## config.mk

```make
export PLATFORM = sky130hd
export DESIGN_NAME = first_fit_partition_allocator
export DESIGN_NICKNAME = d
export VERILOG_FILES = /design/src/ffpa_pkg.sv /design/src/ffpa_table.sv /design/src/ffpa_seq.sv /design/src/first_fit_partition_allocator.sv
export VERILOG_INCLUDE_DIRS = /design/src /design/src/src
export SDC_FILE = /design/constraint.sdc
export NUM_CORES = 1
export LEC_CHECK = 0
export BUFFER_PORTS_ARGS = -buffer_cell sky130_fd_sc_hd__buf_2
export CAP_MARGIN = 0
export CORE_MARGIN = 4
export CORE_UTILIZATION = 40
export CTS_CLUSTER_SIZE = 14
export DETAILED_ROUTE_END_ITERATION = 8
export GPL_ROUTABILITY_DRIVEN = 0
export PLACE_DENSITY = 0.64
export SLEW_MARGIN = 15
export SYNTH_ARGS = -nofsm -noshare
export SYNTH_HDL_FRONTEND = slang
export SYNTH_HIERARCHICAL = 1
export SYNTH_SLANG_ARGS = --single-unit
```

## constraint.sdc

```tcl
create_clock -name clk_i -period 4.3 [get_ports clk_i]
set_input_delay 0.215 -clock clk_i [delete_from_list [all_inputs] [get_ports clk_i]]
set_output_delay 0.215 -clock clk_i [all_outputs]
set_load 0.03 [all_outputs]
```

## src/first_fit_partition_allocator_macros.svh

```systemverilog
// Assertion macros shared by the allocator RTL.
// Standalone header; the files that assert include it by name.
`ifndef FIRST_FIT_PARTITION_ALLOCATOR_MACROS_SVH
`define FIRST_FIT_PARTITION_ALLOCATOR_MACROS_SVH

// Same-cycle implication, reset-qualified.
`define FFPA_ASSERT_IMP(lbl, clk, rst_n, ante, cons, msg) \
  lbl: assert property (@(posedge clk) disable iff (!rst_n) (ante) |-> (cons)) \
    else $error(msg);

// Next-cycle implication, reset-qualified.
`define FFPA_ASSERT_NEXT(lbl, clk, rst_n, ante, cons, msg) \
  lbl: assert property (@(posedge clk) disable iff (!rst_n) (ante) |=> (cons)) \
    else $error(msg);

`endif

```

## src/ffpa_pkg.sv

```systemverilog
// Shared types and constants for the first-fit partition allocator.
// No dependencies.
`default_nettype none

package ffpa_pkg;

  // Parameter defaults
  localparam int DEF_MAX_PARTS  = 16;
  localparam int DEF_SIZE_BITS  = 16;
  localparam int DEF_OWNER_BITS = 16;

  // Fixed field widths
  localparam int ADDR_W    = 20;
  localparam int IDX_OUT_W = 4;
  localparam int AMT_W     = 16;
  localparam int OWN_IN_W  = 16;
  localparam int CNT_CFG_W = 5;
  localparam int PADDR_W   = 3;

  localparam logic [CNT_CFG_W-1:0] CNT_RESET = 5'd16;

  // Register select (paddr[2]) of partition_count
  localparam logic REG_PART_COUNT = 1'b0;

  localparam logic STATUS_OK   = 1'b0;
  localparam logic STATUS_FAIL = 1'b1;

  typedef enum logic [1:0] {
    OP_LOAD    = 2'd0,
    OP_ALLOC   = 2'd1,
    OP_RELEASE = 2'd2
  } op_e;

  typedef enum logic [1:0] {
    ST_IDLE,
    ST_SCAN,
    ST_FINISH
  } seq_state_e;

  // One result item
  typedef struct packed {
    logic                 status;
    logic [IDX_OUT_W-1:0] index;
    logic [ADDR_W-1:0]    start;
  } res_t;

  // Table write commands
  typedef struct packed {
    logic load;
    logic set_used;
    logic clr_used;
  } tbl_cmd_t;

endpackage

`default_nettype wire

```

## src/ffpa_table.sv

```systemverilog
// Partition table: size, start and owner memories plus per-entry used bits.
// Depends on ffpa_pkg.
`default_nettype none

module ffpa_table #(
  parameter int MAX_PARTS  = 16,
  parameter int SIZE_BITS  = 16,
  parameter int OWNER_BITS = 16,
  parameter int IDX_W      = 4
) (
  input  wire logic                   clk_i,
  input  wire logic                   rst_ni,
  input  wire ffpa_pkg::tbl_cmd_t     cmd_i,
  input  wire logic [IDX_W-1:0]       wr_idx_i,
  input  wire logic [SIZE_BITS-1:0]   wr_size_i,
  input  wire logic [ffpa_pkg::ADDR_W-1:0] wr_start_i,
  input  wire logic [OWNER_BITS-1:0]  wr_owner_i,
  input  wire logic                   rd_en_i,
  input  wire logic [IDX_W-1:0]       rd_idx_i,
  output logic      [SIZE_BITS-1:0]   rd_size_o,
  output logic      [ffpa_pkg::ADDR_W-1:0] rd_start_o,
  output logic      [OWNER_BITS-1:0]  rd_owner_o,
  output logic                        rd_used_o
);
  import ffpa_pkg::*;

  logic [SIZE_BITS-1:0]  size_mem  [MAX_PARTS];
  logic [ADDR_W-1:0]     start_mem [MAX_PARTS];
  logic [OWNER_BITS-1:0] owner_mem [MAX_PARTS];
  logic [MAX_PARTS-1:0]  used_q;

  // Memory writes: load sets size and start, allocate sets owner
  always_ff @(posedge clk_i) begin
    if (cmd_i.load) begin
      size_mem[wr_idx_i]  <= wr_size_i;
      start_mem[wr_idx_i] <= wr_start_i;
    end
    if (cmd_i.set_used) begin
      owner_mem[wr_idx_i] <= wr_owner_i;
    end
  end

  // Registered read port
  always_ff @(posedge clk_i) begin
    if (rd_en_i) begin
      rd_size_o  <= size_mem[rd_idx_i];
      rd_start_o <= start_mem[rd_idx_i];
      rd_owner_o <= owner_mem[rd_idx_i];
      rd_used_o  <= used_q[rd_idx_i];
    end
  end

  // Used bits, all free after reset
  always_ff @(posedge clk_i or negedge rst_ni) begin
    if (!rst_ni) begin
      used_q <= '0;
    end else if (cmd_i.set_used) begin
      used_q[wr_idx_i] <= 1'b1;
    end else if (cmd_i.load || cmd_i.clr_used) begin
      used_q[wr_idx_i] <= 1'b0;
    end
  end

endmodule

`default_nettype wire

```

## src/ffpa_seq.sv

```systemverilog
// Sequencer with the shared entry compare unit: one table entry per cycle.
// Depends on ffpa_pkg and first_fit_partition_allocator_macros.svh.
`default_nettype none

`include "first_fit_partition_allocator_macros.svh"

module ffpa_seq #(
  parameter int MAX_PARTS  = 16,
  parameter int SIZE_BITS  = 16,
  parameter int OWNER_BITS = 16,
  parameter int IDX_W      = 4,
  parameter int CNT_W      = 5
) (
  input  wire logic                         clk_i,
  input  wire logic                         rst_ni,
  input  wire logic                         in_valid_i,
  output logic                              in_ready_o,
  input  wire ffpa_pkg::op_e                in_op_i,
  input  wire logic [ffpa_pkg::IDX_OUT_W-1:0] in_index_i,
  input  wire logic [ffpa_pkg::AMT_W-1:0]   in_amount_i,
  input  wire logic [ffpa_pkg::OWN_IN_W-1:0] in_owner_i,
  input  wire logic [ffpa_pkg::CNT_CFG_W-1:0] part_count_i,
  output logic                              res_valid_o,
  input  wire logic                         res_ready_i,
  output ffpa_pkg::res_t                    res_o,
  output ffpa_pkg::tbl_cmd_t                tbl_cmd_o,
  output logic      [IDX_W-1:0]             tbl_wr_idx_o,
  output logic      [SIZE_BITS-1:0]         tbl_wr_size_o,
  output logic      [ffpa_pkg::ADDR_W-1:0]  tbl_wr_start_o,
  output logic      [OWNER_BITS-1:0]        tbl_wr_owner_o,
  output logic                              tbl_rd_en_o,
  output logic      [IDX_W-1:0]             tbl_rd_idx_o,
  input  wire logic [SIZE_BITS-1:0]         tbl_rd_size_i,
  input  wire logic [ffpa_pkg::ADDR_W-1:0]  tbl_rd_start_i,
  input  wire logic [OWNER_BITS-1:0]        tbl_rd_owner_i,
  input  wire logic                         tbl_rd_used_i
);
  import ffpa_pkg::*;

  seq_state_e            state_q, state_d;
  op_e                   op_q, op_d;
  logic [SIZE_BITS-1:0]  req_q, req_d;
  logic [OWNER_BITS-1:0] own_q, own_d;
  logic [CNT_W-1:0]      limit_q, limit_d;
  logic [CNT_W-1:0]      ptr_q, ptr_d;
  logic [IDX_W-1:0]      chk_q, chk_d;
  logic                  pend_q, pend_d;
  logic [ADDR_W-1:0]     next_addr_q, next_addr_d;
  res_t                  res_q, res_d;

  logic [CNT_W-1:0]      limit_in;
  logic                  load_ok;
  logic [ADDR_W-1:0]     load_base;
  logic [SIZE_BITS-1:0]  size_in;
  logic                  size_fit;
  logic                  owner_eq;
  logic                  hit;

  // Scan limit: partition_count clipped to the table depth
  assign limit_in = (32'(part_count_i) > 32'(MAX_PARTS)) ? CNT_W'(MAX_PARTS)
                                                         : CNT_W'(part_count_i);
  assign load_ok   = 32'(in_index_i) < 32'(MAX_PARTS);
  assign load_base = (in_index_i == '0) ? '0 : next_addr_q;
  assign size_in   = SIZE_BITS'(in_amount_i);

  // Shared compare unit on the entry read last cycle
  assign size_fit = tbl_rd_size_i >= req_q;
  assign owner_eq = tbl_rd_owner_i == own_q;
  assign hit = pend_q && ((op_q == OP_ALLOC) ? (!tbl_rd_used_i && size_fit)
                                             : (tbl_rd_used_i && owner_eq));

  assign tbl_wr_size_o  = size_in;
  assign tbl_wr_start_o = load_base;
  assign tbl_wr_owner_o = own_q;
  assign tbl_rd_idx_o   = ptr_q[IDX_W-1:0];
  assign res_o          = res_q;

  // Next state and outputs
  always_comb begin
    state_d     = state_q;
    op_d        = op_q;
    req_d       = req_q;
    own_d       = own_q;
    limit_d     = limit_q;
    ptr_d       = ptr_q;
    chk_d       = chk_q;
    pend_d      = pend_q;
    next_addr_d = next_addr_q;
    res_d       = res_q;
    tbl_cmd_o   = '0;
    tbl_wr_idx_o = chk_q;
    tbl_rd_en_o = 1'b0;
    in_ready_o  = 1'b0;
    res_valid_o = 1'b0;
    case (state_q)
      ST_IDLE: begin
        in_ready_o   = 1'b1;
        tbl_wr_idx_o = IDX_W'(in_index_i);
        if (in_valid_i) begin
          op_d    = in_op_i;
          req_d   = size_in;
          own_d   = OWNER_BITS'(in_owner_i);
          limit_d = limit_in;
          ptr_d   = '0;
          pend_d  = 1'b0;
          res_d   = '{status: STATUS_FAIL, index: '0, start: '0};
          state_d = ST_FINISH;
          case (in_op_i)
            OP_LOAD: begin
              if (load_ok) begin
                tbl_cmd_o.load = 1'b1;
                next_addr_d = load_base + ADDR_W'(size_in);
                res_d = '{status: STATUS_OK, index: '0, start: load_base};
              end
            end
            OP_ALLOC, OP_RELEASE: begin
              if (limit_in != '0) begin
                state_d = ST_SCAN;
              end
            end
            default: ;
          endcase
        end
      end
      ST_SCAN: begin
        // Issue the next entry read while checking the previous one
        tbl_rd_en_o = ptr_q < limit_q;
        pend_d      = tbl_rd_en_o;
        chk_d       = ptr_q[IDX_W-1:0];
        if (tbl_rd_en_o) begin
          ptr_d = ptr_q + CNT_W'(1);
        end
        if (hit) begin
          tbl_cmd_o.set_used = (op_q == OP_ALLOC);
          tbl_cmd_o.clr_used = (op_q == OP_RELEASE);
          res_d = '{status: STATUS_OK, index: IDX_OUT_W'(chk_q), start: tbl_rd_start_i};
          pend_d  = 1'b0;
          state_d = ST_FINISH;
        end else if (!pend_q && !tbl_rd_en_o) begin
          res_d   = '{status: STATUS_FAIL, index: '0, start: '0};
          state_d = ST_FINISH;
        end
      end
      ST_FINISH: begin
        res_valid_o = 1'b1;
        if (res_ready_i) begin
          state_d = ST_IDLE;
        end
      end
      default: begin
        state_d = ST_IDLE;
      end
    endcase
  end

  // Control registers
  always_ff @(posedge clk_i or negedge rst_ni) begin
    if (!rst_ni) begin
      state_q     <= ST_IDLE;
      pend_q      <= 1'b0;
      ptr_q       <= '0;
      limit_q     <= '0;
      next_addr_q <= '0;
    end else begin
      state_q     <= state_d;
      pend_q      <= pend_d;
      ptr_q       <= ptr_d;
      limit_q     <= limit_d;
      next_addr_q <= next_addr_d;
    end
  end

  // Item payload registers
  always_ff @(posedge clk_i) begin
    op_q  <= op_d;
    req_q <= req_d;
    own_q <= own_d;
    chk_q <= chk_d;
    res_q <= res_d;
  end

  `FFPA_ASSERT_IMP(a_set_in_scan, clk_i, rst_ni, tbl_cmd_o.set_used, (state_q == ST_SCAN) && pend_q, "allocate write outside a scan check")
  `FFPA_ASSERT_IMP(a_ptr_bound, clk_i, rst_ni, state_q == ST_SCAN, ptr_q <= limit_q, "scan pointer past limit")
  `FFPA_ASSERT_IMP(a_hit_bound, clk_i, rst_ni, hit, 32'(chk_q) < 32'(limit_q), "hit on entry beyond limit")
  `FFPA_ASSERT_NEXT(a_load_done, clk_i, rst_ni, in_valid_i && in_ready_o && (in_op_i == OP_LOAD), state_q == ST_FINISH, "load did not finish in one cycle")

endmodule

`default_nettype wire

```

## src/first_fit_partition_allocator.sv

```systemverilog
// First-fit fixed-partition allocator. Each accepted item yields one result.
// A load (and an allocate or release with partition_count zero) goes from
// accept straight to the finish state, which offers its result. An allocate
// or release scans entries one per cycle through a single registered table
// read port and one shared compare unit: each entry is read, then compared,
// and the scan ends at the first hit or once every entry below the limit
// (limit = partition_count clipped to MAX_PARTS) has missed. tready is high
// only in the idle state, which the sequencer enters once the output register
// has taken the result. Input is taken only between items; a finished result
// waits in the output register so the next item can be taken. While that
// register still holds an unread result, the next result waits in the
// sequencer and input stays blocked.
// Depends on ffpa_pkg, ffpa_table and ffpa_seq.
`default_nettype none

module first_fit_partition_allocator #(
  parameter int MAX_PARTS  = ffpa_pkg::DEF_MAX_PARTS,
  parameter int SIZE_BITS  = ffpa_pkg::DEF_SIZE_BITS,
  parameter int OWNER_BITS = ffpa_pkg::DEF_OWNER_BITS
) (
  input  wire logic        clk_i,
  input  wire logic        rst_ni,
  // Input items
  input  wire logic        s_axis_tvalid,
  output logic             s_axis_tready,
  // [3:0] entry_index, [19:4] amount, [35:20] owner_id, [39:36] zero
  input  wire logic [39:0] s_axis_tdata,
  // [1:0] operation
  input  wire logic [1:0]  s_axis_tuser,
  // Result items
  output logic             m_axis_tvalid,
  input  wire logic        m_axis_tready,
  // [3:0] found_index, [23:4] start_address
  output logic      [23:0] m_axis_tdata,
  // [0] status
  output logic      [0:0]  m_axis_tuser,
  // Configuration
  input  wire logic        psel,
  input  wire logic        penable,
  input  wire logic        pwrite,
  input  wire logic [ffpa_pkg::PADDR_W-1:0] paddr,
  input  wire logic [31:0] pwdata,
  output logic      [31:0] prdata,
  output logic             pready
);
  import ffpa_pkg::*;

  localparam int IDX_W = (MAX_PARTS > 1) ? $clog2(MAX_PARTS) : 1;
  localparam int CNT_W = $clog2(MAX_PARTS + 1);

  logic [CNT_CFG_W-1:0]  count_q;
  logic                  cfg_wr;

  logic                  res_valid;
  logic                  res_ready;
  res_t                  res;
  logic                  m_valid_q;
  res_t                  m_res_q;

  tbl_cmd_t              tbl_cmd;
  logic [IDX_W-1:0]      tbl_wr_idx;
  logic [SIZE_BITS-1:0]  tbl_wr_size;
  logic [ADDR_W-1:0]     tbl_wr_start;
  logic [OWNER_BITS-1:0] tbl_wr_owner;
  logic                  tbl_rd_en;
  logic [IDX_W-1:0]      tbl_rd_idx;
  logic [SIZE_BITS-1:0]  tbl_rd_size;
  logic [ADDR_W-1:0]     tbl_rd_start;
  logic [OWNER_BITS-1:0] tbl_rd_owner;
  logic                  tbl_rd_used;

  // APB register: partition_count
  assign pready = 1'b1;
  assign cfg_wr = psel && penable && pwrite && (paddr[2] == REG_PART_COUNT);
  assign prdata = (paddr[2] == REG_PART_COUNT) ? 32'(count_q) : '0;

  always_ff @(posedge clk_i or negedge rst_ni) begin
    if (!rst_ni) begin
      count_q <= CNT_RESET;
    end else if (cfg_wr) begin
      count_q <= pwdata[CNT_CFG_W-1:0];
    end
  end

  // Output register decouples result delivery from the sequencer
  assign res_ready     = !m_valid_q || m_axis_tready;
  assign m_axis_tvalid = m_valid_q;
  assign m_axis_tdata  = {m_res_q.start, m_res_q.index};
  assign m_axis_tuser  = m_res_q.status;

  always_ff @(posedge clk_i or negedge rst_ni) begin
    if (!rst_ni) begin
      m_valid_q <= 1'b0;
    end else if (res_ready) begin
      m_valid_q <= res_valid;
    end
  end

  always_ff @(posedge clk_i) begin
    if (res_ready && res_valid) begin
      m_res_q <= res;
    end
  end

  ffpa_seq #(
    .MAX_PARTS  (MAX_PARTS),
    .SIZE_BITS  (SIZE_BITS),
    .OWNER_BITS (OWNER_BITS),
    .IDX_W      (IDX_W),
    .CNT_W      (CNT_W)
  ) u_seq (
    .clk_i          (clk_i),
    .rst_ni         (rst_ni),
    .in_valid_i     (s_axis_tvalid),
    .in_ready_o     (s_axis_tready),
    .in_op_i        (op_e'(s_axis_tuser)),
    .in_index_i     (s_axis_tdata[3:0]),
    .in_amount_i    (s_axis_tdata[19:4]),
    .in_owner_i     (s_axis_tdata[35:20]),
    .part_count_i   (count_q),
    .res_valid_o    (res_valid),
    .res_ready_i    (res_ready),
    .res_o          (res),
    .tbl_cmd_o      (tbl_cmd),
    .tbl_wr_idx_o   (tbl_wr_idx),
    .tbl_wr_size_o  (tbl_wr_size),
    .tbl_wr_start_o (tbl_wr_start),
    .tbl_wr_owner_o (tbl_wr_owner),
    .tbl_rd_en_o    (tbl_rd_en),
    .tbl_rd_idx_o   (tbl_rd_idx),
    .tbl_rd_size_i  (tbl_rd_size),
    .tbl_rd_start_i (tbl_rd_start),
    .tbl_rd_owner_i (tbl_rd_owner),
    .tbl_rd_used_i  (tbl_rd_used)
  );

  ffpa_table #(
    .MAX_PARTS  (MAX_PARTS),
    .SIZE_BITS  (SIZE_BITS),
    .OWNER_BITS (OWNER_BITS),
    .IDX_W      (IDX_W)
  ) u_table (
    .clk_i      (clk_i),
    .rst_ni     (rst_ni),
    .cmd_i      (tbl_cmd),
    .wr_idx_i   (tbl_wr_idx),
    .wr_size_i  (tbl_wr_size),
    .wr_start_i (tbl_wr_start),
    .wr_owner_i (tbl_wr_owner),
    .rd_en_i    (tbl_rd_en),
    .rd_idx_i   (tbl_rd_idx),
    .rd_size_o  (tbl_rd_size),
    .rd_start_o (tbl_rd_start),
    .rd_owner_o (tbl_rd_owner),
    .rd_used_o  (tbl_rd_used)
  );

endmodule

`default_nettype wire

```

==> metrics.txt, run 1 <==
result of the run finished clean; PortBufs roughly 80; post-CTS sizing 0; Mapped Cells 2058; overall overflow remaining after global route 0; termination of the worst setup path u_table/owner_mem[13][13]$_DFFE_PP_; fraction of final layout cells sized beyond drive strength 1 0.248; Max transition margin 0.218; total CTS buffers just over 100; post-placement cell count approximately 3400; core area ~0.10 mm²; maximum number of pins on one net before global-route repair between 100 and 150; slack of the worst reg-to-reg path approximately 0.45 ns; number of distinct library cells after synthesis 70; total routed wirelength 92700 µm; final core occ 0.462; Crit path arrival time about 4 ns; worst hold-check path type in2reg; worst clock skew 0.0456 ns; Area Overhead vs Synth 14.1%; source of the critical timing path u_table/rd_size_o[7]$_DFFE_PP_; flip-flop and latch count after synthesis just over 1000; most frequent cells in the layout sky130_fd_sc_hd__edfxtp_1 (973), sky130_fd_sc_hd__mux4_2 (212), sky130_fd_sc_hd__nand2_1 (124), sky130_fd_sc_hd__a22oi_1 (106), sky130_fd_sc_hd__clkbuf_16 (105); overall global routing resource usage 0.173; total power divided by cell area approximately 570 mW/mm²; type of the worst setup path reg2reg; root buffer cell sky130_fd_sc_hd__clkbuf_16; count of vias placed by the detailed router between 20000 and 25000; TritonCTS clock tree yes; Max-Cap Viols 0; detailed placement HPWL approximately 50000 µm; share of the cycle needed by the critical path after routing 0.896; Clock Sinks 1028; maximum fanout along the worst path 16; cell area after synthesis ~0.04 mm²; Final Hold Vio Count 0; r2r startpoint u_table/rd_size_o[7]$_DFFE_PP_; H-tree lvl count 3; final slew viol count 0; DP Worst Slack roughly 0.57 ns; number of rows in the core area around 120; via density per instance ~5.5; pin slew with the least headroom to its limit roughly 1.2 ns; async set-reset flop share out of synthesis 0.0535; Clk pin slew, worst setup/hold paths 0.06 ns; required time of the critical path approximately 4.5 ns; Max Freq around 260 MHz; top-level I/O count between 100 and 150; setup-violating endpoint count in the final report 0; average routed wire per standard cell 25.2 µm; Pre-Repair DR Iteration Count 5; Final Power ~26 mW; Post-synth EDFFs ~970; final critical delay including setup and external delays slightly below 4 ns; initial antenna violation count 9; global-route wire length before repair ~140000 µm; placed inst area about 0.043 mm²; worst hold margin ~0.025 ns; count of unresolved DRC violations after routing 0; Chip Width 326 µm; most common cell after layout, fill and taps aside sky130_fd_sc_hd__edfxtp_1; worst reg-to-reg path cell count 8; Non-Filler Cell Area, Final roughly 0.046 mm²; unrepaired setup endpoints after global routing no; mean post-synth cell area between 15 and 20 µm²; setup slack after layout roughly 0.45 ns; die area 0.107 mm²; effective utilization at floorplan 0.404; leak pwr around 15 nW; fraction of the yosys area taken by sequential cells 0.754; YS warnings 6; antenna viol nets, final 0; Main synth FF type sky130_fd_sc_hd__edfxtp_1; CTS Buffer Depth 3; crit path capture type flip-flop; via count of the first global-routing pass between 20000 and 25000; fin cells between 3000 and 4000; Filler cells roughly 8300; die outline height approximately 330 µm; Setup Total Neg Slack 0 ns; First DRT Iteration DRCs 2213; Worst IR Drop VDD roughly 470 µV; startpoint type of the worst setup path flip-flop; final net count 2355; r2r endpoint u_table/owner_mem[13][13]$_DFFE_PP_; Skew-Pair Late Insertion Delay approximately 0.66 ns
==> Yosys cell counts (9+ instances only) <==
cell type	n	share of area
sky130_fd_sc_hd__xnor2_1	20	0.0043
sky130_fd_sc_hd__buf_4	53	0.0098
sky130_fd_sc_hd__nand3_1	10	0.0012
sky130_fd_sc_hd__dfrtp_1	54	0.033
sky130_fd_sc_hd__nand2_1	124	0.011
sky130_fd_sc_hd__and2_1	21	0.0032
sky130_fd_sc_hd__edfxtp_1	973	0.72
sky130_fd_sc_hd__a21oi_1	18	0.0022
sky130_fd_sc_hd__o31ai_1	16	0.0030
sky130_fd_sc_hd__mux4_2	212	0.12
sky130_fd_sc_hd__clkbuf_1	45	0.0042
sky130_fd_sc_hd__ha_1	38	0.012
sky130_fd_sc_hd__buf_6	12	0.0033
sky130_fd_sc_hd__a21o_1	14	0.0026
sky130_fd_sc_hd__mux2_2	9	0.0025
sky130_fd_sc_hd__nor2_1	54	0.0050
sky130_fd_sc_hd__nand4_1	9	0.0014
sky130_fd_sc_hd__o31ai_2	15	0.0046
sky130_fd_sc_hd__o21ai_0	51	0.0063
sky130_fd_sc_hd__nand2b_1	12	0.0019
sky130_fd_sc_hd__buf_2	16	0.0020
sky130_fd_sc_hd__a22oi_1	106	0.020
sky130_fd_sc_hd__buf_1	19	0.0018
sky130_fd_sc_hd__inv_1	55	0.0051
==> cells by family (layout without fill, tap and decap cells) <==
logic type               Yosys count  after routing  synth area share
other                              2             35          0.000185
multiplexers                     223            223             0.121
adder cells (fa/ha/maj)           39             39            0.0122
AO/OA/AOI/OAI                    273            273            0.0495
XOR/XNOR                          24             24           0.00518
buffers and inverters            200            431            0.0261
AND/OR/NAND/NOR                  269            269            0.0319
flip-flops                      1028           1028             0.754
==> layer usage <==
layer | GRT usage | wire length [µm]
met5 | 0 | 16
met4 | 0.0554 | 3000
met3 | 0.0337 | 6730
met2 | 0.286 | 45500
met1 | 0.232 | 37500
==> area by class of cell <==
class | count | area (µm²) | area share
Timing Repair Buffer | 190 | 1360 | 0.0295
Multi-Input combinational cell | 856 | 9170 | 0.198
Clock buffer | 131 | 2780 | 0.0599
Sequential cell | 1028 | 30600 | 0.661
Tap cell | 1357 | 1700 | 0.0367
Clock inverter | 55 | 468 | 0.0101
Antenna cell | 7 | 17.5 | 0.000378
Inverter | 55 | 206 | 0.00446
==> where the power goes <==
part	switching (mW)	total [mW]	internal, mW	leakage, nW
clock network	3.63	8.59	4.96	1.59
registers	0.357	12.5	12.2	9.51
logic	3.08	5.16	2.08	3.95
total	7.07	26.3	19.2	15.0
==> sequential cells by signal, summed over array words and instances, names as in the netlist, 5 cells and up, named ones only <==
signal,count
u_seq/limit_q,5
u_seq/tbl_wr_owner_o,16
u_seq/next_addr_q,20
m_axis_tdata,24
u_seq/ptr_q,5
u_seq/res_o,25
u_table/rd_size_o,16
u_table/rd_owner_o,16
u_table/rd_start_o,20
u_table/size_mem,256
count_q,5
u_table/start_mem,320
u_table/owner_mem,256
u_seq/req_q,16
==> worst min path at each step <==
stage | depth (start not counted) | slack, ns | start | end
2_1_floorplan | 0 | -0.08 | rst_ni | count_q[0]$_DFFE_PN0P_
3_3_place_gp | 1 | 0.24 | rst_ni | count_q[2]$_DFFE_PN0P_
3_5_place_dp | 1 | 0.25 | rst_ni | count_q[3]$_DFFE_PN0P_
4_1_cts | 1 | 0.0003 | s_axis_tdata[14] | u_table/size_mem[14][10]$_DFFE_PP_
5_1_grt | 1 | 0.009 | s_axis_tdata[15] | u_table/size_mem[9][11]$_DFFE_PP_
6_report | 1 | 0.03 | s_axis_tdata[15] | u_table/size_mem[9][11]$_DFFE_PP_
==> worst max-delay path, stage by stage, from the launching register on <==
cell and delay (ns):
sky130_fd_sc_hd__edfxtp_1 0.37, sky130_fd_sc_hd__ha_1 0.30, sky130_fd_sc_hd__and3_1 0.18, sky130_fd_sc_hd__nor4bb_1 0.35
sky130_fd_sc_hd__a21oi_1 0.26, sky130_fd_sc_hd__or2_2 0.46, sky130_fd_sc_hd__nor2_1 0.24, sky130_fd_sc_hd__nand3_1 0.30
sky130_fd_sc_hd__nor2_2 0.97
==> timing repair <==
action | in CTS | in global routing
hold buffers | 42 | 0
buffers inserted | 0 | 0
endpoints found under the hold margin | 188 | 0
Note: power is estimated with default switching activity, not from simulation.
==> run 2, diff against run 1 <==
--- a/config.mk
+++ b/config.mk
@@ -14,6 +14,7 @@
 export DETAILED_ROUTE_END_ITERATION = 8
 export GPL_ROUTABILITY_DRIVEN = 0
 export PLACE_DENSITY = 0.64
+export REMOVE_ABC_BUFFERS = 1
 export SLEW_MARGIN = 15
 export SYNTH_ARGS = -nofsm -noshare
 export SYNTH_HDL_FRONTEND = slang
==> metrics.txt, run 2 (synthesized netlist as in run 1, its figures left out) <==
Chip Width 326 µm; Final Hold Vio Count 0; detailed placement HPWL 52000 µm; overall global routing resource usage 0.174; total routed wirelength ~93000 µm; number of rows in the core area around 120; post-CTS sizing 0; Max Freq around 260 MHz; max FFs per register between 300 and 400; startpoint type of the worst setup path flip-flop; final slew viol count 0; effective utilization at floorplan 0.404; core area between 0.1 and 0.15 mm²; worst reg-to-reg path cell count 8; H-tree lvl count 3; count of unresolved DRC violations after routing 0; Clock Sinks between 1000 and 1500; required time of the critical path roughly 4.6 ns; PortBufs around 80; leak pwr between 15 and 20 nW; die area roughly 0.11 mm²; final net count about 2400; Crit path arrival time ~4.1 ns; total CTS buffers 97; switching component of the power a little over 7 mW; fraction of final layout cells sized beyond drive strength 1 0.248; worst hold margin ~0.045 ns; placed inst area between 0.04 and 0.05 mm²; Combinational Power Share 0.198; result of the run finished clean; clock share of power 0.325; Pre-Repair DR Iteration Count 7; Filler cells 8335; fin cells 3662; final critical delay including setup and external delays ~3.8 ns; total area of sequential cells roughly 0.031 mm²; Skew-Pair Late Insertion Delay about 0.67 ns; hold buffers post-CTS 45; Setup Total Neg Slack 0 ns; maximum number of pins on one net before global-route repair 152; global-route wire length before repair between 100000 and 150000 µm; overall overflow remaining after global route 0; Worst IR Drop VDD 432 µV; via density per instance between 5 and 6; most common cell after layout, fill and taps aside sky130_fd_sc_hd__edfxtp_1; count of vias placed by the detailed router 20300; top-level I/O count between 100 and 150; First DRT Iteration DRCs 2002; root buffer cell sky130_fd_sc_hd__clkbuf_16; type of the worst setup path reg2reg; net switching share of the total power 0.271; Post-CTS Setup Repair Bufs 0; Area Overhead vs Synth 14.3%; crit path capture type flip-flop; area used by multi-input combinational logic between 0.009 and 0.01 mm²; setup-violating endpoint count in the final report 0; average routed wire per standard cell roughly 26 µm; Non-Filler Cell Area, Final around 0.046 mm²; post-placement cell count 3440; maximum fanout along the worst path 16; Min-Delay Path Depth 5; register with the most flip-flops u_table/start_mem; Max-Cap Viols 0; unrepaired setup endpoints after global routing no; Clk pin slew, worst setup/hold paths ~0.06 ns; most frequent cells in the layout sky130_fd_sc_hd__edfxtp_1 (973), sky130_fd_sc_hd__mux4_2 (212), sky130_fd_sc_hd__nand2_1 (124), sky130_fd_sc_hd__a22oi_1 (106), sky130_fd_sc_hd__clkbuf_16 (98); Flop pwr share 0.477; total power divided by cell area 566 mW/mm²; TritonCTS clock tree yes; final core occ 0.462; initial antenna violation count 5; Regs by FF count u_table/start_mem x320, u_table/owner_mem x256, u_table/size_mem x256; Max transition margin 0.216; die outline height roughly 330 µm; internal portion of total power around 19 mW; CTS Buffer Depth 3; worst hold-check path type in2reg; via count of the first global-routing pass 20800; share of the cycle needed by the critical path after routing 0.884; pin slew with the least headroom to its limit around 1.2 ns; worst clock skew ~0.028 ns; antenna viol nets, final 0
## run 2: changes by cell type in the layout (fill, tap and decap cells not counted), moves of 2 or more
cell                            delta
sky130_fd_sc_hd__buf_12            +9
sky130_fd_sc_hd__nor2_1           -11
sky130_fd_sc_hd__diode_2           -5
sky130_fd_sc_hd__dlygate4sd3_1     +3
sky130_fd_sc_hd__bufinv_16         +3
sky130_fd_sc_hd__nor2_2           +10
sky130_fd_sc_hd__clkinv_2          -8
sky130_fd_sc_hd__clkbuf_16         -7
sky130_fd_sc_hd__inv_16            +2
sky130_fd_sc_hd__clkbuf_1          -2
sky130_fd_sc_hd__buf_4            -13
## run 2: final timing paths
| check | start | slack, ns | endpoint |
|---|---|---|---|
| worst max-delay path | u_table/rd_size_o[6]$_DFFE_PP_ | 0.50 | u_table/owner_mem[8][7]$_DFFE_PP_ |
| worst max register to register | u_table/rd_size_o[6]$_DFFE_PP_ | 0.50 | u_table/owner_mem[8][7]$_DFFE_PP_ |
| min in group asynchronous | rst_ni | 0.26 | u_seq/next_addr_q[0]$_DFFE_PN0P_ |
| worst min register to register | u_seq/res_o[13]$_DFFE_PP_ | 0.42 | m_axis_tdata[17]$_DFFE_PP_ |
| worst min-delay path | s_axis_tvalid | 0.05 | u_seq/state_q[1]$_DFFE_PN0P_ |
| max in group asynchronous | rst_ni | 3.12 | count_q[4]$_DFFE_PN1P_ |
## run 2: critical path: stages (launching register included)
cell and delay (ns):
sky130_fd_sc_hd__edfxtp_1 0.37, sky130_fd_sc_hd__ha_1 0.31, sky130_fd_sc_hd__and3_1 0.17, sky130_fd_sc_hd__nor4bb_1 0.28, sky130_fd_sc_hd__a21oi_1 0.23, sky130_fd_sc_hd__or2_2 0.47
sky130_fd_sc_hd__nor2_1 0.27, sky130_fd_sc_hd__nand2_1 0.31, sky130_fd_sc_hd__nor2_2 0.97
## run 2: through the flow
| step | total power [mW] | setup WS [ns] |
|---|---|---|
| after floorplan | 16.7 | -6.12 |
| final | 26.3 | 0.498 |
| after global placement | 17.8 | 0.431 |
| after global routing | 27.4 | 0.259 |
| after CTS | 26.5 | 0.471 |
| after detailed placement | 17.9 | 0.412 |
## run 2: layout make-up
class                           count  share of cell area
Antenna cell                        2            0.000108
Clock buffer                      121              0.0556
Clock inverter                     54              0.0130
Inverter                           55             0.00445
Multi-Input combinational cell    856               0.199
Sequential cell                  1028               0.660
Tap cell                         1357              0.0366
Timing Repair Buffer              189              0.0318
## run 2: layer usage
| layer | GRT usage | wire length (µm) | up-vias | part of all wire |
|---|---|---|---|---|
| met3 | 0.0256 | 5470 | 172 | 0.059 |
| met2 | 0.291 | 46500 | 747 | 0.50 |
| met4 | 0.0491 | 2640 | 2 | 0.028 |
| li1 | - | - | 8638 | - |
| met5 | 0 | 8 | - | 0.000086 |
| met1 | 0.240 | 38800 | 10700 | 0.41 |
## run 2: power by group through the flow
| stage | Sequential [mW] | Clock, mW | Combinational [mW] |
|---|---|---|---|
| 3_5_place_dp | 12.7 | 0 | 5.19 |
| 2_1_floorplan | 13.2 | 0 | 3.48 |
| 3_3_place_gp | 12.7 | 0 | 5.06 |
| 6_report | 12.5 | 8.54 | 5.20 |
| 4_1_cts | 12.5 | 8.72 | 5.26 |
| 5_1_grt | 12.6 | 9.17 | 5.65 |
